[config.mk]
export PLATFORM = sky130hd
export DESIGN_NAME = prime_sequence_generator
export DESIGN_NICKNAME = d
export VERILOG_FILES = /design/src/rtl/psg_pkg.sv /design/src/rtl/psg_datapath.sv /design/src/rtl/psg_ctrl.sv /design/src/rtl/prime_sequence_generator.sv
export SDC_FILE = /design/constraint.sdc
export NUM_CORES = 1
export LEC_CHECK = 0
export CORE_UTILIZATION = 55
export CTS_CLUSTER_DIAMETER = 80
export DETAILED_ROUTE_END_ITERATION = 12
export DONT_BUFFER_PORTS = 1
export PLACE_DENSITY = 0.73
export REMOVE_ABC_BUFFERS = 1
export SLEW_MARGIN = 20
export SYNTH_ARGS = -nofsm -noshare
export SYNTH_HDL_FRONTEND = slang
export SYNTH_SLANG_ARGS = --single-unit
[constraint.sdc]
create_clock -name clk -period 3.5 [get_ports clk]
set_clock_uncertainty 0.1 [all_clocks]
set_input_delay 0.525 -clock clk [delete_from_list [all_inputs] [get_ports clk]]
set_output_delay 0.525 -clock clk [all_outputs]
set_load 0.01 [all_outputs]
[src/rtl/psg_pkg.sv]
// Shared types and constants of the prime sequence generator.
package psg_pkg;

	localparam int VALUE_WIDTH = 32;
	localparam int FIELD_WIDTH = 32;
	localparam int COUNT_WIDTH = 7;
	localparam int MAX_COUNT   = 64;

	// Divisors never exceed 2^(VALUE_WIDTH/2)+1, so one extra bit is enough.
	localparam int DIV_WIDTH = VALUE_WIDTH / 2 + 1;
	localparam int SQ_WIDTH  = VALUE_WIDTH + 2;
	localparam int BIT_WIDTH = $clog2(VALUE_WIDTH);

	localparam logic [VALUE_WIDTH-1:0] VAL_LIMIT = {VALUE_WIDTH{1'b1}} - VALUE_WIDTH'(2);
	localparam logic [COUNT_WIDTH-1:0] COUNT_SAT = COUNT_WIDTH'(MAX_COUNT);

	typedef enum logic [3:0] {
		S_IDLE,
		S_START,
		S_TINIT,
		S_TCHK,
		S_DIV,
		S_RCHK,
		S_STEP,
		S_NEXT,
		S_OUT
	} psg_state_t;

	typedef struct packed {
		logic load;
		logic make_odd;
		logic add2;
		logic set_small;
		logic tinit;
		logic div_start;
		logic div_step;
		logic next_div;
	} psg_cmd_t;

	typedef struct packed {
		logic n_zero;
		logic n_gt_two;
		logic n_near_max;
		logic dsq_gt_n;
		logic div_done;
		logic rem_zero;
	} psg_status_t;

endpackage

[src/rtl/psg_datapath.sv]
// Candidate register, divisor and square tracking, and the bit-serial remainder unit.
module psg_datapath (
	input  logic                            clk,
	input  logic [psg_pkg::FIELD_WIDTH-1:0] start_value,
	input  psg_pkg::psg_cmd_t               cmd,
	output psg_pkg::psg_status_t            status,
	output logic [psg_pkg::VALUE_WIDTH-1:0] n_value
);
	import psg_pkg::*;

	logic [VALUE_WIDTH-1:0] n_q;
	logic [VALUE_WIDTH-1:0] nsh_q;
	logic [DIV_WIDTH-1:0]   d_q;
	logic [DIV_WIDTH-1:0]   rem_q;
	logic [SQ_WIDTH-1:0]    dsq_q;
	logic [BIT_WIDTH-1:0]   bit_q;

	logic [DIV_WIDTH:0]     rem_sh;
	logic [DIV_WIDTH:0]     rem_diff;
	logic                   rem_ge;

	assign rem_sh   = {rem_q, nsh_q[VALUE_WIDTH-1]};
	assign rem_diff = rem_sh - {1'b0, d_q};
	assign rem_ge   = rem_sh >= {1'b0, d_q};

	always_ff @(posedge clk) begin
		if (cmd.load) begin
			n_q <= VALUE_WIDTH'(start_value);
		end else if (cmd.make_odd) begin
			// An even start other than two moves up to the next odd value.
			if (!n_q[0] && n_q != VALUE_WIDTH'(2)) begin
				n_q <= n_q + VALUE_WIDTH'(1);
			end
		end else if (cmd.add2) begin
			n_q <= n_q + VALUE_WIDTH'(2);
		end else if (cmd.set_small) begin
			n_q <= (n_q == VALUE_WIDTH'(2)) ? VALUE_WIDTH'(3) : VALUE_WIDTH'(2);
		end

		if (cmd.tinit) begin
			d_q   <= DIV_WIDTH'(3);
			dsq_q <= SQ_WIDTH'(9);
		end else if (cmd.next_div) begin
			// (d+2)^2 = d^2 + 4d + 4
			d_q   <= d_q + DIV_WIDTH'(2);
			dsq_q <= dsq_q + SQ_WIDTH'({d_q, 2'b00}) + SQ_WIDTH'(4);
		end

		if (cmd.div_start) begin
			nsh_q <= n_q;
			rem_q <= '0;
			bit_q <= '0;
		end else if (cmd.div_step) begin
			nsh_q <= {nsh_q[VALUE_WIDTH-2:0], 1'b0};
			rem_q <= rem_ge ? rem_diff[DIV_WIDTH-1:0] : rem_sh[DIV_WIDTH-1:0];
			bit_q <= bit_q + BIT_WIDTH'(1);
		end
	end

	assign status.n_zero     = n_q == '0;
	assign status.n_gt_two   = n_q > VALUE_WIDTH'(2);
	assign status.n_near_max = n_q > VAL_LIMIT;
	assign status.dsq_gt_n   = dsq_q > SQ_WIDTH'(n_q);
	assign status.div_done   = bit_q == BIT_WIDTH'(VALUE_WIDTH - 1);
	assign status.rem_zero   = rem_q == '0;

	assign n_value = n_q;

endmodule

[src/rtl/psg_ctrl.sv]
// Controller state machine: start settling, prime search sequencing and result handshake.
module psg_ctrl (
	input  logic                            clk,
	input  logic                            arst_n,
	input  logic                            in_valid,
	output logic                            in_ready,
	input  logic [psg_pkg::COUNT_WIDTH-1:0] prime_count,
	output logic                            out_valid,
	input  logic                            out_ready,
	output logic                            last,
	output logic                            overflow,
	input  psg_pkg::psg_status_t            status,
	output psg_pkg::psg_cmd_t               cmd
);
	import psg_pkg::*;

	psg_state_t             state_q, state_d;
	logic                   adv_q, adv_d;
	logic                   ovf_q, ovf_d;
	logic [COUNT_WIDTH-1:0] left_q, left_d;
	logic [COUNT_WIDTH-1:0] count_sat;

	assign count_sat = (prime_count > COUNT_SAT) ? COUNT_SAT : prime_count;

	always_ff @(posedge clk or negedge arst_n) begin
		if (!arst_n) begin
			state_q <= S_IDLE;
			adv_q   <= 1'b0;
			ovf_q   <= 1'b0;
			left_q  <= '0;
		end else begin
			state_q <= state_d;
			adv_q   <= adv_d;
			ovf_q   <= ovf_d;
			left_q  <= left_d;
		end
	end

	always_comb begin
		state_d   = state_q;
		adv_d     = adv_q;
		ovf_d     = ovf_q;
		left_d    = left_q;
		cmd       = '0;
		in_ready  = 1'b0;
		out_valid = 1'b0;
		last      = ovf_q || left_q == COUNT_WIDTH'(1);
		overflow  = ovf_q;

		unique case (state_q)
			S_IDLE: begin
				in_ready = 1'b1;
				if (in_valid) begin
					cmd.load = 1'b1;
					adv_d    = 1'b0;
					ovf_d    = 1'b0;
					left_d   = count_sat;
					// A request for zero primes produces nothing.
					if (count_sat != '0) begin
						state_d = S_START;
					end
				end
			end
			S_START: begin
				if (status.n_zero) begin
					state_d = S_NEXT;
				end else begin
					cmd.make_odd = 1'b1;
					state_d      = S_TINIT;
				end
			end
			S_TINIT: begin
				cmd.tinit = 1'b1;
				state_d   = S_TCHK;
			end
			S_TCHK: begin
				if (status.dsq_gt_n) begin
					// No divisor found: the candidate is prime.
					state_d = adv_q ? S_OUT : S_NEXT;
				end else begin
					cmd.div_start = 1'b1;
					state_d       = S_DIV;
				end
			end
			S_DIV: begin
				cmd.div_step = 1'b1;
				if (status.div_done) begin
					state_d = S_RCHK;
				end
			end
			S_RCHK: begin
				if (status.rem_zero) begin
					state_d = S_STEP;
				end else begin
					cmd.next_div = 1'b1;
					state_d      = S_TCHK;
				end
			end
			S_STEP: begin
				if (status.n_near_max) begin
					ovf_d   = 1'b1;
					state_d = S_OUT;
				end else begin
					cmd.add2 = 1'b1;
					state_d  = S_TINIT;
				end
			end
			S_NEXT: begin
				adv_d = 1'b1;
				if (status.n_gt_two) begin
					state_d = S_STEP;
				end else begin
					cmd.set_small = 1'b1;
					state_d       = S_OUT;
				end
			end
			S_OUT: begin
				out_valid = 1'b1;
				if (out_ready) begin
					if (last) begin
						state_d = S_IDLE;
					end else begin
						left_d  = left_q - COUNT_WIDTH'(1);
						state_d = S_NEXT;
					end
				end
			end
			default: begin
				state_d = S_IDLE;
			end
		endcase
	end

endmodule

[src/rtl/prime_sequence_generator.sv]
// Top level of the prime sequence generator: controller, datapath and checks.
//
// A request on the input channel (start_value, prime_count) starts a run of
// prime_count primes, at most 64, each the next prime after the previous one.
// The start is first settled onto a prime (one counts as prime) and is not
// itself emitted; a start of zero gives 2, 3, 5 and so on. The final result
// of a run has last set. When no further prime fits in 32 bits, a result with
// prime_value 0, last and overflow set ends the run early.
// A request for zero primes is accepted and produces no result.
// One request is processed at a time: in_ready is high only while idle.
// Every candidate is tested by odd trial division with one remainder unit that
// retires one quotient bit per cycle; each divisor takes a bound check, a
// shift step per candidate bit and a remainder check, each further candidate
// also passes the step and divisor-init states, and a prime ends with one
// final bound check.
// Each result is held on the ports while out_ready is low, and the search
// for the next prime waits until the result is taken.
// Reset returns the controller to idle; the datapath holds no state that
// needs clearing.
module prime_sequence_generator (
	input  logic        clk,
	input  logic        arst_n,
	input  logic        in_valid,
	output logic        in_ready,
	input  logic [31:0] start_value,
	input  logic [6:0]  prime_count,
	output logic        out_valid,
	input  logic        out_ready,
	output logic [31:0] prime_value,
	output logic        last,
	output logic        overflow
);
	import psg_pkg::*;

	psg_cmd_t               cmd;
	psg_status_t            status;
	logic [VALUE_WIDTH-1:0] n_value;

	psg_ctrl u_ctrl (
		.clk         (clk),
		.arst_n      (arst_n),
		.in_valid    (in_valid),
		.in_ready    (in_ready),
		.prime_count (prime_count),
		.out_valid   (out_valid),
		.out_ready   (out_ready),
		.last        (last),
		.overflow    (overflow),
		.status      (status),
		.cmd         (cmd)
	);

	psg_datapath u_datapath (
		.clk         (clk),
		.start_value (start_value),
		.cmd         (cmd),
		.status      (status),
		.n_value     (n_value)
	);

	assign prime_value = overflow ? '0 : FIELD_WIDTH'(n_value);

	a_no_overlap: assert property (@(posedge clk) disable iff (!arst_n)
		!(in_ready && out_valid))
		else $error("input accepted while a result is pending");

	a_ovf_last: assert property (@(posedge clk) disable iff (!arst_n)
		out_valid && overflow |-> last && prime_value == '0)
		else $error("overflow result does not end the run with a zero value");

	a_run_end: assert property (@(posedge clk) disable iff (!arst_n)
		out_valid && out_ready && last |=> in_ready && !out_valid)
		else $error("block not idle after the final result");

	a_result_odd: assert property (@(posedge clk) disable iff (!arst_n)
		out_valid && !overflow && prime_value != 32'd2 |-> prime_value[0])
		else $error("emitted prime other than two is even");

endmodule

==> results.py <==
metrics = {
    "power_and_ir_drop": {
        "combinationalPowerShare_pct": 49.6,
        "switchingPower_mw": 4.338,
        "power.share.sequential_pct": 32.8,
        "power_frac_clock_pct": 17.5,
        "power.internal_mw": 5.407,
        "p_per_area_nw_per_um2": 889.9,
        "sw_frac_of_total_pct": 44.52,
        "power.static_leakage_nw": 4.630,
        "ir_drop_mv": 0.6187,
    },
    "timing": {
        "hold_viol_final": 0,
        "slew_viol_final": 0,
        "finalWorstSetupSlack_ns": 0.2688,
        "slew_headroom_pct": 34.01,
        "post-route-min-period_ns": 3.231,
        "rsz0062_at_grt": "no",
        "fmax_mhz": 309.5,
        "setup_viol": 0,
        "tightestPinTransition_ns": 0.9853,
        "post-route-period-util_pct": 92.32,
    },
    "route": {
        "vias": 9104,
        "wirelength_mm": 27.55,
        "vias_per_cell": 6.305,
        "detail_route.wl_per_cell_um": 19.08,
        "postRouteAntennaNets": 0,
        "drc": 0,
        "first_iter_violations": 882,
        "drt-pass1-iter-count": 8,
    },
    "worst_setup_path": {
        "cp-start-kind": "flip-flop",
        "end_kind": "flip-flop",
        "cp.required_ns": 3.60,
        "crit_fanout": 21,
        "cp.arrival_ns": 3.33,
        "path_class": "reg -> reg",
    },
    "final_layout": {
        "syn_to_final_growth_pct": 9.209,
        "utilization_pct": 61.17,
        "layout-drive-gt1-share_pct": 8.313,
        "design_area_um2": 10950,
        "diodes": 0,
        "nets": 1336,
        "layout_common_cells": "147 x nand2_1, 131 x nor2_1, 89 x ha_1",
        "final_common_cell": "nand2_1",
    },
    "run": {
        "cap_violations": 0,
    },
    "synthesis": {
        "yosys_warnings": 0,
        "synth.yosys.seq_area_share_pct": 36.19,
        "synth_edf_count": 64,
        "avgSynthCellArea_um2": 8.440,
        "async_flop_share_pct": 8.904,
        "synth_top_cell_by_area": "edfxtp_1",
        "synthDistinctLibCells": 81,
        "syn-instance-count": 1188,
        "synth-seq-cells": 146,
        "synth_area_leaders": "edfxtp_1 19%, dfxtp_1 14%, ha_1 11%",
        "synthDominantCellAreaShare_pct": 19.17,
        "synthesis.area_um2": 10030,
        "ys.flop_type": "dfxtp_1",
    },
    "clocking": {
        "cts-buffers-inserted": 17,
        "h-tree-depth": 4,
        "cts_tree": "done",
        "clkLatencyLatePin_ns": 0.43,
        "path_clk_slew_ns": 0.06,
        "clk_root_buffer_cell": "clkbuf_16",
        "clockBufferDepth": 2,
        "post_cts_buffers": 0,
        "cts.sinks": 146,
    },
    "floorplan": {
        "die-area_um2": 18770,
        "rows": 49,
        "die_height_um": 137.0,
        "die_x_um": 137.0,
        "coreArea_um2": 17900,
        "start_util_pct": 56.01,
        "boundaryPins": 79,
    },
    "global_route": {
        "grt_pass1_wl_mm": 43.47,
        "overflow": 0,
        "grt_pass1_vias": 8418,
        "grt_max_degree": 35,
        "grt_usage_pct": 30.10,
        "antenna_found_initial": 0,
    },
    "placement": {
        "gp_congestion": 0.9762,
        "placed_cell_area_um2": 10400,
        "port_buffers": 0,
        "dpl.hpwl_mm": 20.49,
        "dp_slack_ns": 0.2825,
    },
    "run_status": {
        "status": "finished, final reports clean",
    },
    "hold_path": {
        "hold_class": "in -> reg",
    },
}
[flip-flops by register name, summed over array words and instances, names as in the netlist]
name	count
u_datapath.d_q	16
u_ctrl.adv_q	1
u_datapath.n_value	32
u_datapath.dsq_q	31
u_datapath.rem_q	17
u_datapath.nsh_q	32
u_datapath.bit_q	5
u_ctrl.state_q	4
u_ctrl.left_q	7
u_ctrl.overflow	1
[repair_timing]
| item | CTS | global route |
|---|---|---|
| endpoints found under the hold margin | 13 | 0 |
| setup endpoints to repair | 0 | 1 |
| gates resized for setup | 0 | 1 |
| hold buffers | 1 | 0 |
[metrics by stage]
stage,TNS (ns),hold WS [ns],power [mW],std cells
after global placement,0,0.1297,7.818,1411
after global routing,0,0.1442,10.39,1444
after floorplan,-20.08,0.1294,6.417,1141
final,0,0.1418,9.745,1444
after detailed placement,0,0.1296,7.910,1411
after CTS,0,0.1337,9.660,1444
[layout make-up]
| class | instances | area [um^2] |
|---|---|---|
| inverters | 72 | 270.3 |
| flip-flops and latches | 146 | 3628 |
| multi-input cells | 923 | 5911 |
| clock inverters | 13 | 82.58 |
| fillers | 1562 | 6952 |
| repair buffers | 42 | 317.8 |
| clock buffers | 19 | 454.2 |
| well taps | 229 | 286.5 |
[per-layer routing]
metal / vias up / routed length, um / global-route usage [%] / share of wire (%)
li1: 4345 / - / - / -
met1: 4225 / 11770 / 39.04 / 43
met4: 0 / 930 / 12.52 / 3.4
met2: 450 / 12520 / 47.76 / 45
met3: 84 / 2321 / 7.259 / 8.4
met5: - / 0 / 0 / 0
[logic make-up (layout without fill, tap and decap cells)]
group | after synthesis | after routing | share of synthesized area [%]
and+or+nand+nor | 451 | 451 | 20.99
AOI/OAI and AO/OA | 299 | 299 | 18.90
adders and majority gates | 91 | 91 | 11.50
DFF | 146 | 146 | 36.19
buffers and inverters | 119 | 146 | 5.041
xor gates and xnor gates | 67 | 67 | 5.852
muxes | 15 | 15 | 1.522
[synthesized netlist by cell type (3+ instances only)]
cell and n:
a211oi_1 11, a21o_1 17, a21oi_1 59, a221o_1 6, a221oi_1 5, a22oi_1 8, a31oi_1 18, and2_1 5
and3_1 13, buf_2 8, clkbuf_1 32, clkbuf_8 3, dfrtp_1 13, dfxtp_1 69, edfxtp_1 64, ha_1 89
inv_1 72, mux2i_1 13, nand2_1 147, nand2b_1 3, nand3_1 46, nand4_1 28, nor2_1 131, nor2b_1 6
nor3_1 23, nor4_1 20, o211ai_1 4, o21a_1 8, o21ai_0 80, o21ai_1 30, o21bai_1 4, o221ai_1 4
o22ai_1 8, o2bb2ai_1 5, o31ai_1 4, or2_2 4, or3_1 5, xnor2_1 47, xor2_1 20
[critical path: stages, from the launching register on]
cell,delay (ns)
edfxtp_1,0.52
inv_1,0.19
ha_1,0.34
nand2_1,0.07
nor3_1,0.24
o221ai_1,0.16
a31oi_1,0.45
nor4_4,0.13
nor2_4,0.21
buf_4,0.27
nand2_1,0.09
o21ai_1,0.21
[power groups by stage]
| stage | Combinational, mW | Clock [mW] | Sequential (mW) |
|---|---|---|---|
| 2_1_floorplan | 3.38 | 0 | 3.04 |
| 3_3_place_gp | 4.64 | 0 | 3.18 |
| 3_5_place_dp | 4.71 | 0 | 3.20 |
| 4_1_cts | 4.77 | 1.72 | 3.17 |
| 5_1_grt | 5.33 | 1.80 | 3.26 |
| 6_report | 4.84 | 1.71 | 3.20 |
[worst paths after layout]
path,start,to,slack (ns),cells after the start
setup / recovery,u_datapath.n_value[17]$_DFFE_PP_,u_datapath.nsh_q[31]$_DFFE_PP_,0.27,11
hold / removal,prime_count[0],u_ctrl.left_q[0]$_DFFE_PN0P_,0.14,2
setup reg to reg,u_datapath.n_value[17]$_DFFE_PP_,u_datapath.nsh_q[31]$_DFFE_PP_,0.27,11
hold reg to reg,u_datapath.bit_q[4]$_SDFFE_PP0P_,u_datapath.bit_q[4]$_SDFFE_PP0P_,0.36,2
max in group asynchronous,arst_n,u_ctrl.state_q[1]$_DFFE_PN0P_,2.44,1
min in group asynchronous,arst_n,u_ctrl.overflow$_DFFE_PN0P_,0.46,1
Power figures use the tool's default switching activity.
